==> config.mk <==
export PLATFORM = sky130hd
export DESIGN_NAME = i2c_master_register_access
export DESIGN_NICKNAME = d
export VERILOG_FILES = /design/src/hw/rtl/i2cm_pkg.sv /design/src/hw/rtl/i2cm_front.sv /design/src/hw/rtl/i2cm_seq.sv /design/src/hw/rtl/i2c_master_register_access.sv
export VERILOG_INCLUDE_DIRS = /design/src /design/src/hw/rtl
export SDC_FILE = /design/constraint.sdc
export NUM_CORES = 1
export LEC_CHECK = 0
export ABC_AREA = 1
export BUFFER_PORTS_ARGS = -buffer_cell sky130_fd_sc_hd__buf_2
export CORE_ASPECT_RATIO = 1.5
export CORE_UTILIZATION = 40
export DETAILED_ROUTE_END_ITERATION = 7
export PLACE_DENSITY = 0.57
export SLEW_MARGIN = 10
export SYNTH_ARGS = -nofsm -noshare
export SYNTH_HDL_FRONTEND = slang
export SYNTH_SLANG_ARGS = --single-unit
==> constraint.sdc <==
create_clock -name clk -period 3.06 [get_ports clk]
set_input_delay 0 -clock clk [delete_from_list [all_inputs] [get_ports clk]]
set_output_delay 0 -clock clk [all_outputs]
set_load 0.1 [all_outputs]
==> src/hw/rtl/i2c_master_register_access_macros.svh <==
// assertion macros for the i2c register access master
`ifndef I2C_MASTER_REGISTER_ACCESS_MACROS_SVH
`define I2C_MASTER_REGISTER_ACCESS_MACROS_SVH

`ifndef SYNTHESIS
// same-cycle implication, clocked on clk, off during reset
`define I2CM_ASSERT_IMPLY(label, ante, cons) \
	label: assert property (@(posedge clk) disable iff (!arst_n) (ante) |-> (cons)) \
		else $error("i2cm check failed");
// next-cycle implication, clocked on clk, off during reset
`define I2CM_ASSERT_NEXT(label, ante, cons) \
	label: assert property (@(posedge clk) disable iff (!arst_n) (ante) |=> (cons)) \
		else $error("i2cm check failed");
`else
`define I2CM_ASSERT_IMPLY(label, ante, cons)
`define I2CM_ASSERT_NEXT(label, ante, cons)
`endif

`endif

==> src/hw/rtl/i2cm_pkg.sv <==
// shared types and constants for the i2c register access master
`default_nettype none

package i2cm_pkg;

	localparam int unsigned PHASE_W = 16;
	localparam int unsigned LIMIT_W = 12;
	localparam int unsigned QUEUE_DEPTH = 2;

	// configuration register indexes
	localparam logic CFG_HALF_PHASE = 1'b0;
	localparam logic CFG_ACK_LIMIT  = 1'b1;

	localparam logic [PHASE_W-1:0] HALF_PHASE_RESET = 16'd1;
	localparam logic [LIMIT_W-1:0] ACK_LIMIT_RESET  = 12'd350;

	// opcodes
	localparam logic OP_WRITE = 1'b0;
	localparam logic OP_READ  = 1'b1;

	// bus sequence steps
	typedef enum logic [4:0] {
		STEP_IDLE     = 5'd0,
		STEP_START_A  = 5'd1,
		STEP_START_B  = 5'd2,
		STEP_START_C  = 5'd3,
		STEP_BIT_A    = 5'd4,
		STEP_BIT_B    = 5'd5,
		STEP_BIT_C    = 5'd6,
		STEP_TXE_A    = 5'd7,
		STEP_TXE_B    = 5'd8,
		STEP_ACK_A    = 5'd9,
		STEP_ACK_WAIT = 5'd10,
		STEP_ACK_END  = 5'd11,
		STEP_RX_A     = 5'd12,
		STEP_RX_B     = 5'd13,
		STEP_RX_C     = 5'd14,
		STEP_RX_D     = 5'd15,
		STEP_NAK_A    = 5'd16,
		STEP_NAK_B    = 5'd17,
		STEP_NAK_C    = 5'd18,
		STEP_STOP_A   = 5'd19,
		STEP_STOP_B   = 5'd20,
		STEP_STOP_C   = 5'd21
	} step_t;

	// which byte of the transaction is on the wire
	typedef enum logic [1:0] {
		STAGE_DEVICE   = 2'd0,
		STAGE_REGISTER = 2'd1,
		STAGE_THIRD    = 2'd2,
		STAGE_TAIL     = 2'd3
	} stage_t;

	// one tick as queued between front and sequencer
	typedef struct packed {
		logic       start_req;
		logic       opcode;
		logic [7:0] device_address;
		logic [7:0] register_address;
		logic [7:0] write_data;
		logic       sda_in;
	} tick_t;

	// queue to sequencer handoff
	typedef struct packed {
		logic  valid;
		tick_t tick;
	} tick_chan_t;

endpackage

`default_nettype wire

==> src/hw/rtl/i2cm_front.sv <==
// input side: accepts ticks and holds them in a two-entry queue
`default_nettype none

module i2cm_front (
	input  wire logic                 clk,
	input  wire logic                 arst_n,
	input  wire logic                 in_valid,
	output logic                      in_ready,
	input  wire logic                 request_valid,
	input  wire logic                 opcode,
	input  wire logic [7:0]           device_address,
	input  wire logic [7:0]           register_address,
	input  wire logic [7:0]           write_data,
	input  wire logic                 sda_in,
	output i2cm_pkg::tick_chan_t      q_out,
	input  wire logic                 q_pop
);

	i2cm_pkg::tick_t slot_q [i2cm_pkg::QUEUE_DEPTH];
	logic            wr_ptr_q;
	logic            rd_ptr_q;
	logic [1:0]      count_q;
	logic            push;
	logic            pop;

	// queue has room unless both slots hold ticks
	assign in_ready = (count_q != 2'd2);
	assign push     = in_valid && in_ready;
	assign pop      = q_pop && (count_q != 2'd0);

	assign q_out.valid = (count_q != 2'd0);
	assign q_out.tick  = slot_q[rd_ptr_q];

	// slot storage
	always_ff @(posedge clk) begin
		if (push) begin
			slot_q[wr_ptr_q] <= '{start_req:        request_valid,
			                      opcode:           opcode,
			                      device_address:   device_address,
			                      register_address: register_address,
			                      write_data:       write_data,
			                      sda_in:           sda_in};
		end
	end

	// pointers and fill level
	always_ff @(posedge clk or negedge arst_n) begin
		if (!arst_n) begin
			wr_ptr_q <= 1'b0;
			rd_ptr_q <= 1'b0;
			count_q  <= 2'd0;
		end else begin
			if (push) wr_ptr_q <= ~wr_ptr_q;
			if (pop)  rd_ptr_q <= ~rd_ptr_q;
			case ({push, pop})
				2'b10:   count_q <= count_q + 2'd1;
				2'b01:   count_q <= count_q - 2'd1;
				default: count_q <= count_q;
			endcase
		end
	end

endmodule

`default_nettype wire

==> src/hw/rtl/i2cm_seq.sv <==
// bus sequencer: one tick per cycle while the output is not stalled, result held in an output register
`default_nettype none

`include "i2c_master_register_access_macros.svh"

module i2cm_seq (
	input  wire logic                 clk,
	input  wire logic                 arst_n,
	input  wire logic                 cfg_write,
	input  wire logic                 cfg_index,
	input  wire logic [15:0]          cfg_data,
	input  wire i2cm_pkg::tick_chan_t q_in,
	output logic                      q_pop,
	output logic                      out_valid,
	input  wire logic                 out_ready,
	output logic                      scl_level,
	output logic                      sda_level,
	output logic                      busy_res,
	output logic                      done_res,
	output logic [7:0]                read_data,
	output logic                      ack_timeout
);

	logic [i2cm_pkg::PHASE_W-1:0] half_q;
	logic [i2cm_pkg::LIMIT_W-1:0] limit_q;

	i2cm_pkg::step_t              step_q, step_d;
	i2cm_pkg::stage_t             stage_q, stage_d;
	logic [3:0]                   bit_q, bit_d;
	logic [7:0]                   shift_q, shift_d;
	logic [i2cm_pkg::PHASE_W-1:0] timer_q, timer_d;
	logic [i2cm_pkg::LIMIT_W-1:0] ackcnt_q, ackcnt_d;
	logic [7:0]                   dev_q, dev_d;
	logic [7:0]                   reg_q, reg_d;
	logic [7:0]                   dat_q, dat_d;
	logic                         op_q, op_d;
	logic [7:0]                   rx_q, rx_d;
	logic                         tmo_q, tmo_d;
	logic                         scl_q, scl_d;
	logic                         sda_q, sda_d;
	logic                         done_d;

	logic                         out_valid_q;
	logic                         done_q;
	logic                         busy_q;

	logic                         fire;
	logic                         go;
	i2cm_pkg::step_t              tgt;
	logic [i2cm_pkg::PHASE_W-1:0] half_eff;
	logic [i2cm_pkg::LIMIT_W-1:0] limit_eff;
	logic [3:0]                   bit_inc;
	i2cm_pkg::tick_t              tk;

	assign tk        = q_in.tick;
	assign fire      = q_in.valid && (!out_valid_q || out_ready);
	assign q_pop     = fire;
	assign half_eff  = (half_q == '0) ? i2cm_pkg::PHASE_W'(1) : half_q;
	assign limit_eff = (limit_q == '0) ? i2cm_pkg::LIMIT_W'(1) : limit_q;
	assign bit_inc   = bit_q + 4'd1;

	// configuration registers
	always_ff @(posedge clk or negedge arst_n) begin
		if (!arst_n) begin
			half_q  <= i2cm_pkg::HALF_PHASE_RESET;
			limit_q <= i2cm_pkg::ACK_LIMIT_RESET;
		end else if (cfg_write) begin
			case (cfg_index)
				i2cm_pkg::CFG_HALF_PHASE: half_q  <= cfg_data;
				i2cm_pkg::CFG_ACK_LIMIT:  limit_q <= cfg_data[i2cm_pkg::LIMIT_W-1:0];
				default: ;
			endcase
		end
	end

	// idle start, phase timer countdown, or at phase end the next step and byte state update
	always_comb begin
		step_d   = step_q;
		stage_d  = stage_q;
		bit_d    = bit_q;
		shift_d  = shift_q;
		timer_d  = timer_q;
		ackcnt_d = ackcnt_q;
		dev_d    = dev_q;
		reg_d    = reg_q;
		dat_d    = dat_q;
		op_d     = op_q;
		rx_d     = rx_q;
		tmo_d    = tmo_q;
		done_d   = 1'b0;
		go       = 1'b0;
		tgt      = i2cm_pkg::STEP_IDLE;
		if (fire) begin
			if (step_q == i2cm_pkg::STEP_IDLE) begin
				if (tk.start_req) begin
					dev_d   = tk.device_address;
					reg_d   = tk.register_address;
					dat_d   = tk.write_data;
					op_d    = tk.opcode;
					tmo_d   = 1'b0;
					stage_d = i2cm_pkg::STAGE_DEVICE;
					shift_d = tk.device_address;
					go      = 1'b1;
					tgt     = i2cm_pkg::STEP_START_A;
				end
			end else if (timer_q != '0) begin
				timer_d = timer_q - i2cm_pkg::PHASE_W'(1);
			end else begin
				case (step_q)
					i2cm_pkg::STEP_START_A: begin
						go = 1'b1; tgt = i2cm_pkg::STEP_START_B;
					end
					i2cm_pkg::STEP_START_B: begin
						go = 1'b1; tgt = i2cm_pkg::STEP_START_C;
					end
					i2cm_pkg::STEP_START_C: begin
						bit_d = 4'd0;
						go = 1'b1; tgt = i2cm_pkg::STEP_BIT_A;
					end
					i2cm_pkg::STEP_BIT_A: begin
						go = 1'b1; tgt = i2cm_pkg::STEP_BIT_B;
					end
					i2cm_pkg::STEP_BIT_B: begin
						go = 1'b1; tgt = i2cm_pkg::STEP_BIT_C;
					end
					i2cm_pkg::STEP_BIT_C: begin
						shift_d = {shift_q[6:0], 1'b0};
						bit_d   = bit_inc;
						go      = 1'b1;
						tgt     = (bit_inc < 4'd8) ? i2cm_pkg::STEP_BIT_A
						                           : i2cm_pkg::STEP_TXE_A;
					end
					i2cm_pkg::STEP_TXE_A: begin
						go = 1'b1; tgt = i2cm_pkg::STEP_TXE_B;
					end
					i2cm_pkg::STEP_TXE_B: begin
						go = 1'b1; tgt = i2cm_pkg::STEP_ACK_A;
					end
					i2cm_pkg::STEP_ACK_A: begin
						go = 1'b1;
						if (!tk.sda_in) begin
							tgt = i2cm_pkg::STEP_ACK_END;
						end else begin
							ackcnt_d = i2cm_pkg::LIMIT_W'(1);
							tgt      = i2cm_pkg::STEP_ACK_WAIT;
						end
					end
					i2cm_pkg::STEP_ACK_WAIT: begin
						go = 1'b1;
						if (ackcnt_q >= limit_eff) begin
							tmo_d = 1'b1;
							tgt   = i2cm_pkg::STEP_ACK_END;
						end else if (!tk.sda_in) begin
							tgt = i2cm_pkg::STEP_ACK_END;
						end else begin
							ackcnt_d = ackcnt_q + i2cm_pkg::LIMIT_W'(1);
							tgt      = i2cm_pkg::STEP_ACK_WAIT;
						end
					end
					i2cm_pkg::STEP_ACK_END: begin
						go = 1'b1;
						case (stage_q)
							i2cm_pkg::STAGE_DEVICE: begin
								stage_d = i2cm_pkg::STAGE_REGISTER;
								shift_d = reg_q;
								bit_d   = 4'd0;
								tgt     = i2cm_pkg::STEP_BIT_A;
							end
							i2cm_pkg::STAGE_REGISTER: begin
								stage_d = i2cm_pkg::STAGE_THIRD;
								if (op_q == i2cm_pkg::OP_WRITE) begin
									shift_d = dat_q;
									bit_d   = 4'd0;
									tgt     = i2cm_pkg::STEP_BIT_A;
								end else begin
									shift_d = dev_q + 8'd1;
									tgt     = i2cm_pkg::STEP_START_A;
								end
							end
							default: begin
								stage_d = i2cm_pkg::STAGE_TAIL;
								tgt     = (op_q == i2cm_pkg::OP_WRITE) ? i2cm_pkg::STEP_STOP_A
								                                       : i2cm_pkg::STEP_RX_A;
							end
						endcase
					end
					i2cm_pkg::STEP_RX_A: begin
						bit_d   = 4'd0;
						shift_d = 8'd0;
						go = 1'b1; tgt = i2cm_pkg::STEP_RX_B;
					end
					i2cm_pkg::STEP_RX_B: begin
						shift_d = {shift_q[6:0], tk.sda_in};
						go = 1'b1; tgt = i2cm_pkg::STEP_RX_C;
					end
					i2cm_pkg::STEP_RX_C: begin
						bit_d = bit_inc;
						go    = 1'b1;
						if (bit_inc < 4'd8) begin
							tgt = i2cm_pkg::STEP_RX_B;
						end else begin
							rx_d = shift_q;
							tgt  = i2cm_pkg::STEP_RX_D;
						end
					end
					i2cm_pkg::STEP_RX_D: begin
						go = 1'b1; tgt = i2cm_pkg::STEP_NAK_A;
					end
					i2cm_pkg::STEP_NAK_A: begin
						go = 1'b1; tgt = i2cm_pkg::STEP_NAK_B;
					end
					i2cm_pkg::STEP_NAK_B: begin
						go = 1'b1; tgt = i2cm_pkg::STEP_NAK_C;
					end
					i2cm_pkg::STEP_NAK_C: begin
						go = 1'b1; tgt = i2cm_pkg::STEP_STOP_A;
					end
					i2cm_pkg::STEP_STOP_A: begin
						go = 1'b1; tgt = i2cm_pkg::STEP_STOP_B;
					end
					i2cm_pkg::STEP_STOP_B: begin
						go = 1'b1; tgt = i2cm_pkg::STEP_STOP_C;
					end
					i2cm_pkg::STEP_STOP_C: begin
						step_d  = i2cm_pkg::STEP_IDLE;
						timer_d = '0;
						done_d  = 1'b1;
					end
					default: begin
						step_d  = i2cm_pkg::STEP_IDLE;
						timer_d = '0;
					end
				endcase
			end
		end
	end

	// step entry: drive the line change; the phase timer is reloaded in the state register
	always_comb begin
		scl_d = scl_q;
		sda_d = sda_q;
		if (go) begin
			case (tgt)
				i2cm_pkg::STEP_START_A: sda_d = 1'b1;
				i2cm_pkg::STEP_START_B: scl_d = 1'b1;
				i2cm_pkg::STEP_START_C: sda_d = 1'b0;
				i2cm_pkg::STEP_BIT_A:   scl_d = 1'b0;
				i2cm_pkg::STEP_BIT_B:   sda_d = shift_d[7];
				i2cm_pkg::STEP_BIT_C:   scl_d = 1'b1;
				i2cm_pkg::STEP_TXE_A:   scl_d = 1'b0;
				i2cm_pkg::STEP_TXE_B:   sda_d = 1'b1;
				i2cm_pkg::STEP_ACK_A:   scl_d = 1'b1;
				i2cm_pkg::STEP_ACK_END: scl_d = 1'b0;
				i2cm_pkg::STEP_RX_A:    scl_d = 1'b0;
				i2cm_pkg::STEP_RX_B: begin
					sda_d = 1'b1;
					scl_d = 1'b1;
				end
				i2cm_pkg::STEP_RX_C:    scl_d = 1'b0;
				i2cm_pkg::STEP_NAK_A:   sda_d = 1'b1;
				i2cm_pkg::STEP_NAK_B:   scl_d = 1'b1;
				i2cm_pkg::STEP_NAK_C:   scl_d = 1'b0;
				i2cm_pkg::STEP_STOP_A:  sda_d = 1'b0;
				i2cm_pkg::STEP_STOP_B:  scl_d = 1'b1;
				i2cm_pkg::STEP_STOP_C:  sda_d = 1'b1;
				default: ;
			endcase
		end
	end

	// sequencer state
	always_ff @(posedge clk or negedge arst_n) begin
		if (!arst_n) begin
			step_q   <= i2cm_pkg::STEP_IDLE;
			stage_q  <= i2cm_pkg::STAGE_DEVICE;
			bit_q    <= 4'd0;
			shift_q  <= 8'd0;
			timer_q  <= '0;
			ackcnt_q <= '0;
			dev_q    <= 8'd0;
			reg_q    <= 8'd0;
			dat_q    <= 8'd0;
			op_q     <= 1'b0;
			rx_q     <= 8'd0;
			tmo_q    <= 1'b0;
			scl_q    <= 1'b1;
			sda_q    <= 1'b1;
		end else if (fire) begin
			step_q   <= go ? tgt : step_d;
			stage_q  <= stage_d;
			bit_q    <= bit_d;
			shift_q  <= shift_d;
			timer_q  <= go ? (half_eff - i2cm_pkg::PHASE_W'(1)) : timer_d;
			ackcnt_q <= (go && (tgt == i2cm_pkg::STEP_ACK_A)) ? '0 : ackcnt_d;
			dev_q    <= dev_d;
			reg_q    <= reg_d;
			dat_q    <= dat_d;
			op_q     <= op_d;
			rx_q     <= rx_d;
			tmo_q    <= tmo_d;
			scl_q    <= scl_d;
			sda_q    <= sda_d;
		end
	end

	// result register, refilled on every tick taken
	always_ff @(posedge clk or negedge arst_n) begin
		if (!arst_n) begin
			out_valid_q <= 1'b0;
		end else if (fire) begin
			out_valid_q <= 1'b1;
		end else if (out_ready) begin
			out_valid_q <= 1'b0;
		end
	end

	always_ff @(posedge clk) begin
		if (fire) begin
			scl_level   <= scl_d;
			sda_level   <= sda_d;
			busy_q      <= go || (step_d != i2cm_pkg::STEP_IDLE);
			done_q      <= done_d;
			read_data   <= rx_d;
			ack_timeout <= tmo_d;
		end
	end

	assign out_valid = out_valid_q;
	assign busy_res  = busy_q;
	assign done_res  = done_q;

	// idle sequencer never holds a running phase timer
	`I2CM_ASSERT_IMPLY(a_idle_timer, step_q == i2cm_pkg::STEP_IDLE, timer_q == '0)
	// bit counter stays within one byte
	`I2CM_ASSERT_IMPLY(a_bit_range, 1'b1, bit_q <= 4'd8)
	// a completed stop shows up as done and no longer busy
	`I2CM_ASSERT_NEXT(a_stop_done,
		fire && step_q == i2cm_pkg::STEP_STOP_C && timer_q == '0,
		out_valid_q && done_q && !busy_q)
	// done only ever appears with the sequencer back at idle
	`I2CM_ASSERT_IMPLY(a_done_idle, out_valid_q && done_q, !busy_q)

endmodule

`default_nettype wire

==> src/hw/rtl/i2c_master_register_access.sv <==
// top level of the tick-driven i2c register access master
//
//  channel | handshake            | payload
//  --------+----------------------+-----------------------------------------------
//  in      | in_valid / in_ready  | request_valid opcode device_address
//          |                      | register_address write_data sda_in
//  out     | out_valid/out_ready  | scl_level sda_level busy_res done_res
//          |                      | read_data ack_timeout
//  cfg     | cfg_write            | cfg_index cfg_data
//
// one tick is taken per cycle while the queue has room; its result passes through a queue slot and the result register
// the sequencer advances one tick per cycle while the output is not stalled, fed from a two-entry queue
// a stalled output holds the sequencer while the queue keeps taking up to two ticks
// reset leaves the sequencer idle with both lines high, half phase 1, ack limit 350
`default_nettype none

module i2c_master_register_access (
	input  wire logic        clk,
	input  wire logic        arst_n,
	input  wire logic        in_valid,
	output logic             in_ready,
	input  wire logic        request_valid,
	input  wire logic        opcode,
	input  wire logic [7:0]  device_address,
	input  wire logic [7:0]  register_address,
	input  wire logic [7:0]  write_data,
	input  wire logic        sda_in,
	output logic             out_valid,
	input  wire logic        out_ready,
	output logic             scl_level,
	output logic             sda_level,
	output logic             busy_res,
	output logic             done_res,
	output logic [7:0]       read_data,
	output logic             ack_timeout,
	input  wire logic        cfg_write,
	input  wire logic        cfg_index,
	input  wire logic [15:0] cfg_data
);

	i2cm_pkg::tick_chan_t q_chan;
	logic                 q_pop;

	// input queue
	i2cm_front u_front (
		.clk              (clk),
		.arst_n           (arst_n),
		.in_valid         (in_valid),
		.in_ready         (in_ready),
		.request_valid    (request_valid),
		.opcode           (opcode),
		.device_address   (device_address),
		.register_address (register_address),
		.write_data       (write_data),
		.sda_in           (sda_in),
		.q_out            (q_chan),
		.q_pop            (q_pop)
	);

	// bus sequencer
	i2cm_seq u_seq (
		.clk         (clk),
		.arst_n      (arst_n),
		.cfg_write   (cfg_write),
		.cfg_index   (cfg_index),
		.cfg_data    (cfg_data),
		.q_in        (q_chan),
		.q_pop       (q_pop),
		.out_valid   (out_valid),
		.out_ready   (out_ready),
		.scl_level   (scl_level),
		.sda_level   (sda_level),
		.busy_res    (busy_res),
		.done_res    (done_res),
		.read_data   (read_data),
		.ack_timeout (ack_timeout)
	);

endmodule

`default_nettype wire

==> impl_results.md <==
* Port Buffer Count at 63
* Share of cells above drive strength 1 at 0.150
* WL final at roughly 24000 µm
* Die Footprint at between 0.02 and 0.025 mm²
* RSZ-0062 raised after global routing: no
* Final Cycle Share at 0.917
* H-tree depth at 4
* Die height at 190 µm
* CTS max path bufs at 2
* Final setup violation count at 0
* Clk pin slew, worst setup/hold paths at approximately 0.070 ns
* TritonCTS clock tree: yes
* Synth area leaders: dfrtp_1, edfxtp_1, nand2_1
* Crit path time final at 2.80 ns
* Worst-path fanout max at 16
* R2R depth at 22
* CP Class: reg2reg
* Reg2reg end: u_seq.ackcnt_q[11]$_DFFE_PN0P_
* Data arrival, critical path at 3.14 ns
* Skew-Pair Late Insertion Delay at between 0.4 and 0.5 ns
* Syn Nets at about 1200
* Via/cell ratio at between 5 and 6
* F_max at ~360 MHz
* Hold WC Path Type: in2async
* Drt drc at 0
* Slew Viols, Final at 0
* CP peak stage delay at roughly 0.53 ns
* Tot Pwr at 7.71 mW
* Rel. slew slack at 0.432
* Cell repeated most along the worst path: nand2_1
* Sequential area share after synthesis at 0.520
* Remaining global-route overflow at 0
* Core Area at between 0.02 and 0.025 mm²
* Pre-CTS worst setup slack at between 0.2 and 0.25 ns
* Post-Syn Instances at approximately 1100
* Worst setup SP type: flop
* Worst path required time at approximately 3.4 ns
* Crit path capture type: flop
* Syn Std Cell Area at 0.00947 mm²
* First-pass GRT wire length at ~38000 µm
* Synth cell types at 51
* Post-CTS Setup Inserts at 0
* Post-synth top area cell: dfrtp_1
* Initial antenna violation count at 0
* Worst IR drop on VDD at about 0.00044 V
* Synth warnings at 0
* FF-to-FF setup slack at 0.26 ns
* WL/cell at between 15 and 20 µm
* Final ANT Viol Nets at 0
* Critical path's top delay family: simple AND/OR/NAND/NOR gates
* Fillers at about 2300
* Count of nets after finishing at between 1000 and 1500
* Worst Path Buf+Inv at 2
* Number of CTS-inserted buffers at 17
* Ant diodes at 0
* Reg-to-Reg Start: u_seq.limit_q[8]$_DFFE_PN1P_
* Layout area overhead at 19.4%
* First-iteration detailed-routing DRC count at 397
* Ports at 64
* Worst path slowest cell: dfstp_2
* Final WS setup at 0.255 ns
* Via count at 7797
* Largest net degree at the start of global routing at 85
* Root buf cell: clkbuf_16
* Ys async rst share at 0.634
* Initial Util at 0.409
* PD cells at approximately 700 mW/mm²
* Final Hold Fails at 0
* Post-synthesis area per instance at 8.57 µm²
* Global placement routability congestion at slightly above 0.9
* Leak Pwr at 5.02 nW
* Rows at 68
* Worst clock skew at 0.00953 ns
* Max Cap Violations at 0
* Worst path cell trace: inv_1 -> nand4_1 -> nor2_1 -> a41o_1 -> ha_1 -> nand2_1 -> nand3_1 -> nand2_1 -> nand2_1 -> nand2_1 -> nand2_1 -> nand2_1 -> nand3_2 -> nand2_2 -> nand2_2 -> nand2_4 -> nor2_2 -> nand2_2 -> nand2_4 -> nand2_8 -> o21ai_0 -> inv_1
* TNS Setup at 0 ns
* Vias in the first global route at between 7000 and 8000
* Post-synth EDFFs at 67
* Die W at roughly 130 µm
* Total global-route track usage at 0.206
* Post-DP HPWL at 17400 µm
* Synth top area share at 0.283
* Clock sink count at roughly 180
* Actual slew at the worst max-slew pin at around 0.85 ns
* Synthesized flop and latch total at ~180
* DRT Pass-1 Iters at 5
* Status: complete, no violations
* Top FF cell, synth: dfrtp_1
-- cells in the final DEF (no fill, tap or decap), types with 8 or more instances in the layout --
cell / count
a31oi_1: 27
o31ai_1: 8
dfstp_2: 9
clkbuf_16: 17
ha_1: 18
nand4_1: 14
nor2_1: 122
buf_4: 23
inv_2: 10
a21oi_1: 35
dlygate4sd3_1: 46
inv_1: 119
edfxtp_1: 67
o21ai_0: 85
nor3_1: 15
nand2_1: 253
o211ai_1: 9
xor2_1: 17
nand2_2: 11
o21ai_2: 8
nand3_1: 72
dfrtp_1: 107
buf_2: 62
nor2_2: 9
-- cell usage after synthesis (all sizes together), types with 2 or more instances --
cell type  instances
a21o               2
a21oi             39
a221oi             2
a22oi              7
a31oi             27
buf               16
clkbuf            16
dfrtp            107
dfstp              9
edfxtp            67
ha                18
inv              130
mux2i              6
nand2            268
nand3             73
nand3b             2
nand4             15
nor2             133
nor3              18
nor4               2
o211ai             9
o21ai             94
o22ai              5
o31ai              8
xnor2              6
xor2              17
-- registers in the layout, summed over array words and instances (netlist names), 2 cells and up --
register,count
u_seq.shift_q,8
u_seq.dat_q,8
u_seq.reg_q,8
u_seq.stage_q,2
u_front.slot_q,54
u_seq.bit_q,4
u_seq.step_q,5
u_seq.timer_q,16
u_seq.ackcnt_q,12
u_seq.dev_q,8
u_seq.read_data,8
u_front.count_q,2
u_seq.half_q,16
u_seq.rx_q,8
u_seq.limit_q,12
-- cell type report --
cell class | count | area [µm²] | area share
Clock buffer | 17 | 425 | 0.0376
Clock inverter | 15 | 174 | 0.0154
Inverter | 130 | 490 | 0.0434
Multi-Input combinational cell | 759 | 3910 | 0.346
Sequential cell | 183 | 4930 | 0.436
Tap cell | 315 | 394 | 0.0349
Timing Repair Buffer | 133 | 983 | 0.0870
-- worst max-delay path by stage --
stage,from,end,slack [ns],depth (start not counted)
after global placement,u_seq.limit_q[8]$_DFFE_PN1P_,u_seq.ackcnt_q[11]$_DFFE_PN0P_,0.24,22
after global routing,u_seq.limit_q[8]$_DFFE_PN1P_,u_seq.ackcnt_q[11]$_DFFE_PN0P_,0.002,22
final,u_seq.limit_q[8]$_DFFE_PN1P_,u_seq.ackcnt_q[11]$_DFFE_PN0P_,0.26,22
after CTS,u_seq.limit_q[8]$_DFFE_PN1P_,u_seq.ackcnt_q[11]$_DFFE_PN0P_,0.21,22
after floorplan,u_front.count_q[0]$_DFFE_PN0P_,u_front.slot_q[1][0]$_DFFE_PP_,0.10,4
after detailed placement,u_seq.limit_q[8]$_DFFE_PN1P_,u_seq.ackcnt_q[11]$_DFFE_PN0P_,0.22,22
-- through the flow --
| stage | utilization | cells | area [µm²] | hold WS [ns] |
|---|---|---|---|---|
| floorplan | - | 1104 | 9470 | -0.296 |
| global placement | 0.441 | 1473 | 10200 | 0.187 |
| detailed placement | 0.441 | 1473 | 10200 | 0.191 |
| CTS | 0.487 | 1551 | 11300 | 0.238 |
| global route | 0.488 | 1552 | 11300 | 0.177 |
| finish | 0.488 | 1552 | 11300 | 0.128 |
-- power by group --
part	switching [mW]	leakage, nW	internal [mW]
registers	0.228	2.05	3.04
clock network	1.07	0.293	1.17
logic	1.63	2.68	0.575
-- logic make-up (layout without fill, tap and decap cells) --
| logic type | count (synthesis) | after routing | synth area share |
|---|---|---|---|
| and+or+nand+nor | 513 | 513 | 0.235 |
| AOI/OAI and AO/OA | 198 | 198 | 0.124 |
| DFF | 183 | 183 | 0.520 |
| buffers and inverters | 162 | 295 | 0.0682 |
| xor gates and xnor gates | 23 | 23 | 0.0213 |
| adders and majority gates | 18 | 18 | 0.0238 |
| muxes | 7 | 7 | 0.00753 |
-- repair_timing --
action / in CTS / in global routing
gates resized for setup: 0 / 1
setup endpoints to repair: 0 / 1
hold buffers: 46 / 0
hold endpoints to repair: 157 / 0
-- routing by layer --
metal,share of wire,up-vias,GRT usage
met5,0,-,0
met1,0.38,3648,0.214
li1,-,3928,-
met2,0.54,164,0.391
met3,0.028,57,0.0300
met4,0.046,0,0.115
Power figures use the tool's default switching activity.
